File: config.mk
export PLATFORM = sky130hd
export DESIGN_NAME = modular_exponentiation
export DESIGN_NICKNAME = d
export VERILOG_FILES = /design/src/hdl/mme_pkg.sv /design/src/hdl/modular_exponentiation.sv /design/src/hdl/mme_mulmod.sv /design/src/hdl/mme_datapath.sv /design/src/hdl/mme_ctrl.sv
export SDC_FILE = /design/constraint.sdc
export NUM_CORES = 1
export LEC_CHECK = 0
export BUFFER_PORTS_ARGS = -buffer_cell sky130_fd_sc_hd__buf_2
export CORE_MARGIN = 8
export CORE_UTILIZATION = 52
export DETAILED_ROUTE_END_ITERATION = 8
export PLACE_DENSITY_LB_ADDON = 0.25
export SKIP_CTS_REPAIR_TIMING = 1
export SLEW_MARGIN = 10
export SYNTH_ARGS = -nofsm -noshare
export SYNTH_HDL_FRONTEND = slang
export SYNTH_SLANG_ARGS = --single-unit
File: constraint.sdc
create_clock -name aclk -period 17.7 [get_ports aclk]
set_input_delay 0.885 -clock aclk [delete_from_list [all_inputs] [get_ports aclk]]
set_output_delay 0.885 -clock aclk [all_outputs]
set_load 0.02 [all_outputs]
File: src/hdl/mme_pkg.sv
// Package of shared constants and control types for the modular exponentiation block.
`timescale 1ns / 1ps

package mme_pkg;

    // Datapath width in bits; base, exponent, modulus and result all use it.
    localparam int WIDTH = 32;
    // Bits needed to select one bit of a WIDTH-bit operand.
    localparam int IDX_W = $clog2(WIDTH);
    localparam logic [IDX_W-1:0] IDX_MAX = IDX_W'(WIDTH - 1);

    typedef enum logic [2:0] {
        ST_IDLE,
        ST_RED_DBL,
        ST_RED_ADD,
        ST_RED_COMMIT,
        ST_CHECK,
        ST_MUL_DBL,
        ST_MUL_ADD,
        ST_BIT_COMMIT
    } mme_state_t;

    // Commands from the controller to the datapath.
    typedef struct packed {
        logic             load;        // capture a new input word
        logic             clr_prod;    // clear both product accumulators
        logic             dbl;         // double step of both multipliers
        logic             add;         // conditional add step of both multipliers
        logic             red_commit;  // reduced base replaces the input base
        logic             bit_commit;  // close one exponent bit
        logic             out_load;    // move the result into the output register
        logic [IDX_W-1:0] idx;         // multiplier bit in use
    } mme_cmd_t;

    // Status from the datapath to the controller.
    typedef struct packed {
        logic exp_zero;  // no set exponent bits remain
    } mme_sts_t;

endpackage

File: src/hdl/modular_exponentiation.sv
// Top level of the modular exponentiation block: controller, datapath and ports.
`timescale 1ns / 1ps

// The block raises a base to an exponent modulo a configured modulus, using
// right-to-left square-and-multiply with bit-serial modular multipliers.
// Input words arrive on the s_ channel (base and exponent in s_tdata) and one
// result word per input leaves on the m_ channel. The modulus is written
// through cfg_we / cfg_wdata; the user must write it only while the block is
// idle, which the block itself does not enforce. A value of zero acts as
// two to the 32nd power. The work for a word grows with the bit length of
// the exponent (0 to 32). Each modular multiplication does a double and an
// add per multiplier bit, one at a time through the single add-and-compare
// in each multiplier unit; the squaring and the conditional product run side
// by side in two units. One word is worked on at a time; the block returns to
// idle as the result enters the output register, and takes the next word from
// there.
// A finished result waits in the output register, so a new word can be
// accepted and processed while the receiver stalls; the block holds only at
// the end of that next word if the earlier result has still not been taken.
// Reset (aresetn low at a clock edge) empties the block and sets the modulus
// to one.
module modular_exponentiation
    import mme_pkg::*;
(
    input  logic                   aclk,
    input  logic                   aresetn,
    // Configuration: modulus register.
    input  logic                   cfg_we,
    input  logic [WIDTH-1:0]       cfg_wdata,
    // Input channel.
    input  logic                   s_tvalid,
    output logic                   s_tready,
    input  logic [2*WIDTH-1:0]     s_tdata,   // [31:0] base, [63:32] exponent
    // Result channel.
    output logic                   m_tvalid,
    input  logic                   m_tready,
    output logic [WIDTH-1:0]       m_tdata    // [31:0] result
);

    mme_cmd_t cmd;
    mme_sts_t sts;

    // The controller owns the handshakes and the bit index; the datapath only
    // follows its commands.
    mme_ctrl u_ctrl (
        .aclk     (aclk),
        .aresetn  (aresetn),
        .s_tvalid (s_tvalid),
        .s_tready (s_tready),
        .m_tvalid (m_tvalid),
        .m_tready (m_tready),
        .sts      (sts),
        .cmd      (cmd)
    );

    mme_datapath u_datapath (
        .aclk        (aclk),
        .aresetn     (aresetn),
        .cfg_we      (cfg_we),
        .cfg_wdata   (cfg_wdata),
        .in_base     (s_tdata[WIDTH-1:0]),
        .in_exponent (s_tdata[2*WIDTH-1:WIDTH]),
        .cmd         (cmd),
        .sts         (sts),
        .out_result  (m_tdata)
    );

endmodule

File: src/hdl/mme_mulmod.sv
// Bit-serial modular multiplier: one modular double or one modular add per cycle, as commanded.
`timescale 1ns / 1ps

module mme_mulmod
    import mme_pkg::*;
(
    input  logic             aclk,
    input  logic             clr,
    input  logic             dbl,
    input  logic             add,
    input  logic             mult_bit,
    input  logic [WIDTH-1:0] addend,
    input  logic [WIDTH:0]   mod_ext,
    output logic [WIDTH-1:0] prod
);

    logic [WIDTH-1:0] prod_reg;
    logic [WIDTH-1:0] prod_next;
    logic [WIDTH-1:0] operand;
    logic [WIDTH:0]   sum;
    logic [WIDTH:0]   red;

    // The product is doubled, or the addend is added when the multiplier bit is set.
    // A single subtraction of the modulus brings the sum back into range.
    always_comb begin
        operand = dbl ? prod_reg : (mult_bit ? addend : '0);
        sum     = {1'b0, prod_reg} + {1'b0, operand};
        red     = (sum >= mod_ext) ? (sum - mod_ext) : sum;
        if (clr) begin
            prod_next = '0;
        end else if (dbl || add) begin
            prod_next = red[WIDTH-1:0];
        end else begin
            prod_next = prod_reg;
        end
    end

    always_ff @(posedge aclk) begin
        prod_reg <= prod_next;
    end

    assign prod = prod_reg;

endmodule

File: src/hdl/mme_datapath.sv
// Datapath: modulus, base, exponent and result registers with two modular multipliers.
`timescale 1ns / 1ps

module mme_datapath
    import mme_pkg::*;
(
    input  logic             aclk,
    input  logic             aresetn,
    input  logic             cfg_we,
    input  logic [WIDTH-1:0] cfg_wdata,
    input  logic [WIDTH-1:0] in_base,
    input  logic [WIDTH-1:0] in_exponent,
    input  mme_cmd_t         cmd,
    output mme_sts_t         sts,
    output logic [WIDTH-1:0] out_result
);

    logic [WIDTH:0]   mod_ext_reg;
    logic [WIDTH:0]   mod_ext_next;
    logic [WIDTH-1:0] base_reg;
    logic [WIDTH-1:0] base_next;
    logic [WIDTH-1:0] exp_reg;
    logic [WIDTH-1:0] exp_next;
    logic [WIDTH-1:0] res_reg;
    logic [WIDTH-1:0] res_next;
    logic [WIDTH-1:0] out_reg;
    logic [WIDTH-1:0] out_next;
    logic [WIDTH-1:0] prod_a;
    logic [WIDTH-1:0] prod_b;
    logic             mult_bit;

    // A modulus of zero stands for two to the WIDTH, so it is kept one bit wider.
    always_comb begin
        mod_ext_next = mod_ext_reg;
        if (cfg_we) begin
            mod_ext_next = {(cfg_wdata == '0), cfg_wdata};
        end
    end

    always_comb begin
        base_next = base_reg;
        exp_next  = exp_reg;
        res_next  = res_reg;
        out_next  = out_reg;
        if (cmd.load) begin
            base_next = in_base;
            exp_next  = in_exponent;
            res_next  = WIDTH'(1);
        end
        if (cmd.red_commit) begin
            base_next = prod_a;
        end
        if (cmd.bit_commit) begin
            if (exp_reg[0]) begin
                res_next = prod_a;
            end
            base_next = prod_b;
            exp_next  = exp_reg >> 1;
        end
        if (cmd.out_load) begin
            out_next = res_reg;
        end
    end

    always_ff @(posedge aclk) begin
        if (!aresetn) begin
            mod_ext_reg <= (WIDTH+1)'(1);
        end else begin
            mod_ext_reg <= mod_ext_next;
        end
        base_reg <= base_next;
        exp_reg  <= exp_next;
        res_reg  <= res_next;
        out_reg  <= out_next;
    end

    assign mult_bit = base_reg[cmd.idx];

    // Unit A forms result times base (and, with the result at one, reduces the base).
    mme_mulmod u_mul_a (
        .aclk     (aclk),
        .clr      (cmd.clr_prod),
        .dbl      (cmd.dbl),
        .add      (cmd.add),
        .mult_bit (mult_bit),
        .addend   (res_reg),
        .mod_ext  (mod_ext_reg),
        .prod     (prod_a)
    );

    // Unit B squares the base.
    mme_mulmod u_mul_b (
        .aclk     (aclk),
        .clr      (cmd.clr_prod),
        .dbl      (cmd.dbl),
        .add      (cmd.add),
        .mult_bit (mult_bit),
        .addend   (base_reg),
        .mod_ext  (mod_ext_reg),
        .prod     (prod_b)
    );

    assign sts.exp_zero = (exp_reg == '0);
    assign out_result   = out_reg;

    a_exp_shift: assert property (@(posedge aclk) disable iff (!aresetn)
        cmd.bit_commit && !cmd.load |=> exp_reg == ($past(exp_reg) >> 1))
        else $error("exponent not shifted on bit commit");

    a_res_one: assert property (@(posedge aclk) disable iff (!aresetn)
        cmd.load |=> res_reg == WIDTH'(1))
        else $error("result not set to one on load");

endmodule

File: src/hdl/mme_ctrl.sv
// Controller state machine sequencing reduction, multiplications and output.
`timescale 1ns / 1ps

module mme_ctrl
    import mme_pkg::*;
(
    input  logic     aclk,
    input  logic     aresetn,
    input  logic     s_tvalid,
    output logic     s_tready,
    output logic     m_tvalid,
    input  logic     m_tready,
    input  mme_sts_t sts,
    output mme_cmd_t cmd
);

    mme_state_t       state_reg;
    mme_state_t       state_next;
    logic [IDX_W-1:0] idx_reg;
    logic [IDX_W-1:0] idx_next;
    logic             out_valid_reg;
    logic             out_valid_next;
    logic             finish;

    always_ff @(posedge aclk) begin
        if (!aresetn) begin
            state_reg     <= ST_IDLE;
            idx_reg       <= IDX_MAX;
            out_valid_reg <= 1'b0;
        end else begin
            state_reg     <= state_next;
            idx_reg       <= idx_next;
            out_valid_reg <= out_valid_next;
        end
    end

    always_comb begin
        state_next = state_reg;
        idx_next   = idx_reg;
        cmd        = '0;
        cmd.idx    = idx_reg;
        s_tready   = 1'b0;
        finish     = 1'b0;
        case (state_reg)
            ST_IDLE: begin
                s_tready = 1'b1;
                if (s_tvalid) begin
                    cmd.load     = 1'b1;
                    cmd.clr_prod = 1'b1;
                    idx_next     = IDX_MAX;
                    state_next   = ST_RED_DBL;
                end
            end
            ST_RED_DBL: begin
                cmd.dbl    = 1'b1;
                state_next = ST_RED_ADD;
            end
            ST_RED_ADD: begin
                cmd.add = 1'b1;
                if (idx_reg == '0) begin
                    state_next = ST_RED_COMMIT;
                end else begin
                    idx_next   = idx_reg - 1'b1;
                    state_next = ST_RED_DBL;
                end
            end
            ST_RED_COMMIT: begin
                cmd.red_commit = 1'b1;
                cmd.clr_prod   = 1'b1;
                state_next     = ST_CHECK;
            end
            ST_CHECK: begin
                idx_next = IDX_MAX;
                if (!sts.exp_zero) begin
                    state_next = ST_MUL_DBL;
                end else if (!out_valid_reg || m_tready) begin
                    finish       = 1'b1;
                    cmd.out_load = 1'b1;
                    state_next   = ST_IDLE;
                end
            end
            ST_MUL_DBL: begin
                cmd.dbl    = 1'b1;
                state_next = ST_MUL_ADD;
            end
            ST_MUL_ADD: begin
                cmd.add = 1'b1;
                if (idx_reg == '0) begin
                    state_next = ST_BIT_COMMIT;
                end else begin
                    idx_next   = idx_reg - 1'b1;
                    state_next = ST_MUL_DBL;
                end
            end
            ST_BIT_COMMIT: begin
                cmd.bit_commit = 1'b1;
                cmd.clr_prod   = 1'b1;
                state_next     = ST_CHECK;
            end
            default: begin
                state_next = ST_IDLE;
            end
        endcase
    end

    always_comb begin
        out_valid_next = out_valid_reg;
        if (out_valid_reg && m_tready) begin
            out_valid_next = 1'b0;
        end
        if (finish) begin
            out_valid_next = 1'b1;
        end
    end

    assign m_tvalid = out_valid_reg;

    a_no_overwrite: assert property (@(posedge aclk) disable iff (!aresetn)
        cmd.out_load |-> (!out_valid_reg || m_tready))
        else $error("output register overwritten while still pending");

    a_step_excl: assert property (@(posedge aclk) disable iff (!aresetn)
        !(cmd.dbl && cmd.add) && !(cmd.load && (cmd.dbl || cmd.add || cmd.bit_commit)))
        else $error("conflicting datapath commands");

    a_mul_end: assert property (@(posedge aclk) disable iff (!aresetn)
        (state_reg == ST_MUL_ADD && idx_reg == '0) |=> state_reg == ST_BIT_COMMIT)
        else $error("multiplication did not end after the last bit");

    a_load_idx: assert property (@(posedge aclk) disable iff (!aresetn)
        cmd.load |=> (idx_reg == IDX_MAX && state_reg == ST_RED_DBL))
        else $error("bit index not restarted on load");

endmodule

==> flow_summary.json, run 1 <==
{
  "status": "finished clean",
  "synth_top_cell_by_area": "edfxtp_1",
  "wl_per_cell_um": 20.5,
  "synth-seq-area-share_pct": 33.2,
  "cp_slowest_cell": "dfxtp_1",
  "skew_ps": 10.1,
  "relSlewSlack_pct": 36.6,
  "synth.avg_cell_area_um2": 8.99,
  "ys_warn_count": 0,
  "grt_antenna_before_repair": 1,
  "dr.pass1.iters": 6,
  "cp.arrival_ps": 8000,
  "max-cap-violations": 0,
  "yosysMostFrequentCell": "a21oi_1",
  "synth_top_area_share_pct": 16.8,
  "clk_latency_ps": 560,
  "grt_setup_unrepaired": "no",
  "h-tree-depth": 1,
  "setup.worst_path.class": "reg2reg",
  "synth_nets": 2133,
  "cts_buffers": 29,
  "cts_tree": "done",
  "tns_ps": 0,
  "critPathLaunch": "u_ctrl.idx_reg[0]",
  "drtIter0Drc": 1189,
  "vias": 14950,
  "crit_path_max_fanout": 50,
  "area_growth_syn_to_layout_pct": 11.7,
  "grt_pass1_vias": 14024,
  "drv_slew": 0,
  "worstPathRequired_ps": 18150,
  "die_h_um": 197,
  "synth_area_mm2": 0.0170,
  "synth_commonest_cells": "a21oi_1 (214), nor2_1 (185), dfxtp_1 (139), ha_1 (137), o21ai_0 (125)",
  "routed_wl_mm": 50.1,
  "placed_cells": 2386,
  "drive_above_1_share_pct": 13.4,
  "synthFlopType": "dfxtp_1",
  "finalHoldViolCount": 0,
  "grt_max_degree": 86,
  "max_freq_ghz": 0.132,
  "crit_buf_inv": 2,
  "dieArea_mm2": 0.0387,
  "period_needed_ps": 7550,
  "ys_seq_elements": 234,
  "gr-total-overflow": 0,
  "ant_nets": 0,
  "crit_path_end_kind": "flop",
  "coreArea_mm2": 0.0324,
  "start_util_pct": 52.5,
  "instances_no_fill": 2440,
  "reg2reg_from": "u_ctrl.idx_reg[0]",
  "cp_top_family": "compound AO/OA/AOI/OAI gates",
  "cts_root_buffer": "clkbuf_16",
  "path_clk_slew_ps": 60,
  "io-pin-count": 135,
  "fin_crit_sh_pct": 42.7,
  "drc": 0,
  "startpoint_type": "flop",
  "syn_inst": 1891,
  "worstHoldStart": "u_datapath.res_reg[13]",
  "post_drt_via_cell_ratio": 6.13,
  "worstMarginPinSlew_ps": 951,
  "synthTopCellsByArea": "edfxtp_1 (17%), dfxtp_1 (16%), ha_1 (10%)",
  "hpwlAfterDp_mm": 37.9,
  "grt_pass1_wl_mm": 77.6,
  "gp_congestion": 0.976,
  "num-nets-final": 2217,
  "slowest_delay_ps": 710,
  "synth_edf_count": 95,
  "synth.distinct_cells": 86,
  "crit_top_cell": "a21oi_1",
  "numPortBuffers": 134,
  "largest_register_ffs": 33,
  "grt_util_all_layers_pct": 24.7,
  "cts.sinks": 234,
  "num_rows": 66,
  "setup_viol": 0,
  "hp-class": "reg2reg",
  "cts.path.max_buffers": 3,
  "ys_async_sr_fraction_pct": 0,
  "fp.dieW_um": 197
}
[final cells by class]
cell class              instances  area, um2
fillers                      2816      13400
multi-input cells            1482      10700
flip-flops and latches        234       5640
clock buffers                  42        846
repair buffers                148        776
well taps                     442        553
inverters                      80        300
clock inverters                11        141
diodes                          1       2.50
[cells by family (layout without fill, tap and decap cells)]
logic type | count (synthesis) | after routing | share of synthesized area [%]
flops | 234 | 234 | 33.2
simple gates | 451 | 451 | 12.4
fa+ha+maj | 141 | 141 | 10.6
compound gates | 636 | 636 | 24.6
mux | 144 | 144 | 9.45
other cells | 0 | 1 | 0
xor+xnor | 110 | 110 | 5.67
buf+inv | 175 | 281 | 4.10
[worst paths after layout]
kind                                end  slack, ps  cells after the start
max          u_datapath.u_mul_a.prod[2]      10150                     28
max reg2reg  u_datapath.u_mul_a.prod[2]      10150                     28
min reg2reg   u_datapath.out_result[13]        460                      0
min           u_datapath.out_result[13]        460                      0
[cell usage in the layout (no fill, tap or decap), drive strengths merged, types with 6 or more instances in the layout]
cell	synthesis	final
a21oi	216	216
nor2	185	185
buf	25	148
dfxtp	139	139
ha	137	137
o21ai	133	133
mux2i	102	102
nand2	97	97
a22o	95	95
edfxtp	95	95
inv	80	80
xnor2	67	67
xor2	43	43
clkbuf	70	42
a21o	40	40
mux2	32	32
nand4	31	31
nand3	23	23
a211oi	21	21
nor3	20	20
nor4	19	19
o21bai	18	18
o31ai	16	16
nor2b	15	15
nand2b	14	14
o211ai	14	14
o21a	13	13
a31oi	13	13
and3	12	12
mux4	10	10
and4	6	6
a2111oi	6	6
clkinv	0	6
[per-layer routing]
| metal | vias up | GRT usage, % | wire length, um |
|---|---|---|---|
| met4 | 0 | 7.22 | 1370 |
| met2 | 562 | 37.7 | 21600 |
| met1 | 7074 | 36.2 | 23800 |
| met5 | - | 0 | 0 |
| met3 | 74 | 3.00 | 3300 |
| li1 | 7240 | - | - |
[metrics by stage]
step | setup slack (ps) | instance area (um2) | utilization, % | hold WS, ps
6_report | 10150 | 19000 | 58.6 | 459
2_1_floorplan | 11560 | 17000 | - | 431
5_1_grt | 9490 | 19000 | 58.6 | 466
3_3_place_gp | 10330 | 18000 | 55.6 | 452
4_1_cts | 10180 | 19000 | 58.6 | 458
3_5_place_dp | 10180 | 18000 | 55.6 | 445
Power of run 1 is not shown: default switching activity piles up to over one toggle a cycle in this logic, so the estimate is an artifact.
==> run 2, diff against run 1 <==
Clock period 17.7 ns to 6.6 ns, I/O delays scaled along.
==> run 2 against run 1 <==
Effect of this change:
- first-iteration DRC count fell by 4.8%
- final area rose by 8.7%
- register-to-register slack got worse by 10000 ps
- non-clock buffer count rose by 103
==> flow_summary.json, run 2 (synthesis gave the netlist of run 1 again) <==
{
  "final_common_cell": "a21oi_1",
  "numPortBuffers": 134,
  "crit_path_max_fanout": 23,
  "max_freq_ghz": 0.154,
  "reg2reg_from": "u_ctrl.idx_reg[0]",
  "instances_no_fill": 2546,
  "num-nets-final": 2321,
  "ant_nets": 0,
  "cts_buffers": 29,
  "dr.pass1.iters": 5,
  "skew_ps": 13.8,
  "worst_slack_ps": 127,
  "wl_per_cell_um": 20.4,
  "cts_root_buffer": "clkbuf_16",
  "endpoint": "u_datapath.u_mul_a.prod[12]",
  "worstMarginPinSlew_ps": 926,
  "vias": 15279,
  "slowest_delay_ps": 540,
  "max-cap-violations": 0,
  "period_needed_ps": 6470,
  "hp-class": "in2reg",
  "crit_path_end_kind": "flop",
  "grt_max_degree": 64,
  "cp.arrival_ps": 6970,
  "clk_latency_ps": 560,
  "mostFrequentLayoutCells": "a21oi_1 (194), nor2_1 (176), dfxtp_1 (136)",
  "drtIter0Drc": 1132,
  "grt_pass1_wl_mm": 78.1,
  "coreArea_mm2": 0.0324,
  "post_drt_via_cell_ratio": 6.00,
  "grt_setup_unrepaired": "yes",
  "ff2ff_path_depth": 33,
  "tns_ps": 0,
  "gr-total-overflow": 0,
  "path_clk_slew_ps": 70,
  "die_h_um": 197,
  "critPathLaunch": "u_ctrl.idx_reg[0]",
  "grt_util_all_layers_pct": 24.8,
  "worstHoldPathCells": 2,
  "finalHoldViolCount": 0,
  "drv_slew": 0,
  "start_util_pct": 52.5,
  "whs_ps": 17.5,
  "grt_pass1_vias": 14299,
  "setup.worst_path.class": "reg2reg",
  "drc": 0,
  "status": "finished clean",
  "hpwlAfterDp_mm": 38.7,
  "dieArea_mm2": 0.0387,
  "startpoint_type": "flop",
  "cts.path.max_buffers": 3,
  "setup_viol": 0,
  "reg2reg_to": "u_datapath.u_mul_a.prod[12]",
  "gp_congestion": 0.968,
  "worstHoldStart": "aresetn",
  "fin_crit_sh_pct": 98.1,
  "cts.sinks": 234,
  "fp.dieW_um": 197,
  "grt_antenna_before_repair": 2,
  "regToRegSetupSlack_ps": 130,
  "worstPathRequired_ps": 7100,
  "placed_cells": 2452,
  "drive_above_1_share_pct": 22.0,
  "area_growth_syn_to_layout_pct": 21.4,
  "h-tree-depth": 1,
  "routed_wl_mm": 52.0,
  "cts_tree": "done",
  "place_ws_ps": -22.1,
  "io-pin-count": 135,
  "largest_register_ffs": 33,
  "num_rows": 66,
  "regArea_mm2": 0.00564,
  "cp_slowest_cell": "mux4_2",
  "fillers": 2671,
  "multiInputGateArea_mm2": 0.0113,
  "relSlewSlack_pct": 38.2
}
-- run 2: cell types whose count changed in the layout (fill, tap and decap cells not counted), sizes merged --
cell	delta
nor2	+1
diode	+1
clkinvlp	-1
clkinv	-1
buf	+98
bufinv	+3
inv	+4
clkbuf	+1
-- run 2: worst min path at each step --
stage                           endpoint
6_report       u_datapath.mod_ext_reg[0]
5_1_grt                u_ctrl.idx_reg[1]
4_1_cts                u_ctrl.idx_reg[1]
3_5_place_dp   u_datapath.out_result[29]
3_3_place_gp   u_datapath.out_result[29]
2_1_floorplan          u_ctrl.idx_reg[1]
-- run 2: final cells by class --
type | count | share of cell area [%]
Multi-Input combinational cell | 1483 | 54.8
Sequential cell | 234 | 27.3
Timing Repair Buffer | 251 | 8.51
Clock buffer | 38 | 4.03
Tap cell | 442 | 2.68
Inverter | 80 | 1.46
Clock inverter | 16 | 1.19
Antenna cell | 2 | 0.0243
-- run 2: metrics by stage --
| step | instance area [um2] | util [%] |
|---|---|---|
| finish | 20600 | 63.7 |
| detailed placement | 18500 | 57.3 |
| floorplan | 17000 | - |
| global placement | 18500 | 57.3 |
| global route | 20600 | 63.7 |
| CTS | 19600 | 60.6 |
-- run 2: layer usage --
layer | GRT usage [%] | vias to the layer above | routed length (um)
met2 | 38.8 | 534 | 23200
li1 | - | 7471 | -
met1 | 36.1 | 7191 | 24200
met5 | 0 | - | 0
met3 | 3.05 | 83 | 3320
met4 | 5.68 | 0 | 1260
-- run 2: critical path: cells and delay by family, from the launching register on --
kind	cells	cell delay, ps
flip-flops	1	370
buffers and inverters	8	1200
adder cells (fa/ha/maj)	2	620
AO/OA/AOI/OAI	15	2300
AND/OR/NAND/NOR	4	370
multiplexers	3	1260
XOR/XNOR	1	270
Power of run 2 is left out for the same reason.
==> run 3, diff against run 2 <==
Settings changed: ABC_AREA set to 1.
==> run 3 against run 2 <==
Effect of this change:
- sequential share of layout area down 2.5 points
- register-to-register slack improved by 650 ps
- setup slack improved by 650 ps
- critical path type unchanged
- global-route usage up 4.1 points
- worst hold slack improved by 10 ps
- area after synthesis rose by 22%
- die area is 20% higher
- routed wire length rose by 33%
- cell count is 59% higher
==> flow_summary.json, run 3 <==
{
  "max-cap-violations": 0,
  "instances_no_fill": 4057,
  "synth.distinct_cells": 41,
  "crit_top_cell": "nand2_1",
  "cts_buffers": 27,
  "met2WireLength_mm": 27.3,
  "cts.sinks": 234,
  "dr.pass1.iters": 6,
  "fillers": 4109,
  "grt_pass1_vias": 19730,
  "h-tree-depth": 1,
  "area_growth_syn_to_layout_pct": 9.78,
  "endpoint": "u_datapath.u_mul_a.prod[4]",
  "startpoint_type": "flop",
  "synth_top_cell_by_area": "nand2_1",
  "final_common_cell": "nand2_1",
  "synthFlopType": "dfxtp_1",
  "mostFrequentLayoutCells": "nand2_1 (1242), inv_1 (627), nor2_1 (211)",
  "worstPathRequired_ps": 6980,
  "cts.path.max_buffers": 3,
  "cp.depth": 31,
  "cp_slowest_cell": "nand2_2",
  "num_rows": 73,
  "regToRegSetupSlack_ps": 780,
  "synth_area_mm2": 0.0207,
  "drv_slew": 0,
  "period_needed_ps": 5820,
  "routed_wl_mm": 69.3,
  "skew_ps": 15.9,
  "max_freq_ghz": 0.172,
  "highest_layer": "met4",
  "ys_async_sr_fraction_pct": 0,
  "yosysMostFrequentCell": "nand2_1",
  "dieArea_mm2": 0.0464,
  "numPortBuffers": 134,
  "io-pin-count": 135,
  "coreArea_mm2": 0.0395,
  "fp.dieW_um": 215,
  "irDropWorstVdd_v": 0.000359,
  "synth_nets": 3660,
  "place_ws_ps": 925,
  "critPathLaunch": "u_ctrl.idx_reg[0]",
  "hp-class": "in2reg",
  "synth_edf_count": 95,
  "finalHoldViolCount": 0,
  "cts_tree": "done",
  "crit_buf_inv": 5,
  "wl_met1_mm": 32.7,
  "drc": 0,
  "cts_root_buffer": "clkbuf_16",
  "synthTopCellsByArea": "nand2_1 (23%), edfxtp_1 (14%), dfxtp_1 (13%)",
  "wl_per_cell_um": 17.1,
  "crit_path_end_kind": "flop",
  "tns_ps": 0,
  "grt_util_all_layers_pct": 28.9,
  "grt_pass1_wl_mm": 108,
  "cp.arrival_ps": 6200,
  "num-nets-final": 3752,
  "drtIter0Drc": 2051,
  "grt_antenna_before_repair": 1,
  "synth-seq-area-share_pct": 27.2,
  "relSlewSlack_pct": 24.7,
  "placed_cells": 4006,
  "grt_max_degree": 96,
  "gp_congestion": 1.02,
  "ys_seq_elements": 234,
  "vias": 21558,
  "start_util_pct": 52.3,
  "ant_nets": 0,
  "post_drt_via_cell_ratio": 5.31,
  "worstMarginPinSlew_ps": 1130,
  "clk_latency_ps": 560,
  "slowest_delay_ps": 440,
  "p_leak_nw": 12.1,
  "reg2reg_from": "u_ctrl.idx_reg[0]",
  "power.density_mw_per_mm2": 553,
  "die_h_um": 215,
  "hpwlAfterDp_mm": 56.6,
  "syn_inst": 3418,
  "gr-total-overflow": 0,
  "crit_path_max_fanout": 34,
  "largest_register_ffs": 33,
  "worst_slack_ps": 780,
  "cp_top_family": "simple AND/OR/NAND/NOR gates",
  "ys_warn_count": 0,
  "met3_length_mm": 5.72,
  "ff2ff_path_depth": 31,
  "synth_top_area_share_pct": 22.6,
  "fin_crit_sh_pct": 88.2,
  "synth_commonest_cells": "nand2_1 (1245), inv_1 (628), nor2_1 (213), nand3_1 (209), a21oi_1 (199)",
  "setup_viol": 0,
  "status": "finished clean",
  "synth.avg_cell_area_um2": 6.05,
  "drive_above_1_share_pct": 6.85,
  "reg2reg_to": "u_datapath.u_mul_a.prod[4]",
  "path_clk_slew_ps": 60,
  "grt_setup_unrepaired": "no",
  "setup.worst_path.class": "reg2reg"
}
## run 3: layer usage
metal	GRT usage [%]	vias up
met5	0	-
met4	14.0	0
met3	3.05	127
met2	41.9	931
met1	42.1	9516
li1	-	10984
## run 3: where the power goes
group	total, mW	switching [mW]	leakage [nW]	internal, mW
logic	8.93	6.07	9.59	2.86
clock network	1.57	0.642	0.455	0.927
registers	2.06	0.290	2.04	1.77
total	12.6	7.00	12.1	5.56
## run 3: tightest hold or removal path: cells and delay by family
kind / cells / cell delay [ps]
buf+inv: 2 / 150
compound gates: 1 / 50
## run 3: cells by family after synthesis
logic type / synth area share (%)
AOI/OAI and AO/OA: 12.2
buffers and inverters: 13.6
DFF: 27.2
and+or+nand+nor: 35.8
adders and majority gates: 8.67
xor gates and xnor gates: 2.50
## run 3: worst min path at each step
stage,startpoint,end,cells after the start
after floorplan,u_datapath.res_reg[10],u_datapath.out_result[10],0
after global placement,u_datapath.res_reg[28],u_datapath.out_result[28],0
after detailed placement,u_datapath.res_reg[28],u_datapath.out_result[28],0
after CTS,cfg_wdata[15],u_datapath.mod_ext_reg[15],3
after global routing,cfg_wdata[31],u_datapath.mod_ext_reg[31],3
final,cfg_wdata[15],u_datapath.mod_ext_reg[15],3
## run 3: metrics by stage
step	util, %	cell area (um2)	total power, mW	hold WS, ps
finish	57.4	22700	12.6	27.9
detailed placement	55.0	21800	10.7	449
global route	57.4	22700	13.7	33.0
global placement	55.0	21800	10.7	449
CTS	57.4	22700	12.3	13.6
floorplan	-	20700	8.65	431
## run 3: layout make-up
cell class / count / area (um2) / share of cell area (%)
Antenna cell: 1 / 2.50 / 0.0110
Multi-Input combinational cell: 2459 / 12300 / 54.0
Clock buffer: 34 / 785 / 3.45
Tap cell: 525 / 657 / 2.89
Clock inverter: 16 / 160 / 0.705
Sequential cell: 234 / 5640 / 24.8
Inverter: 636 / 2390 / 10.5
Timing Repair Buffer: 152 / 818 / 3.60
No activity file was read; power rests on OpenSTA's default activity.
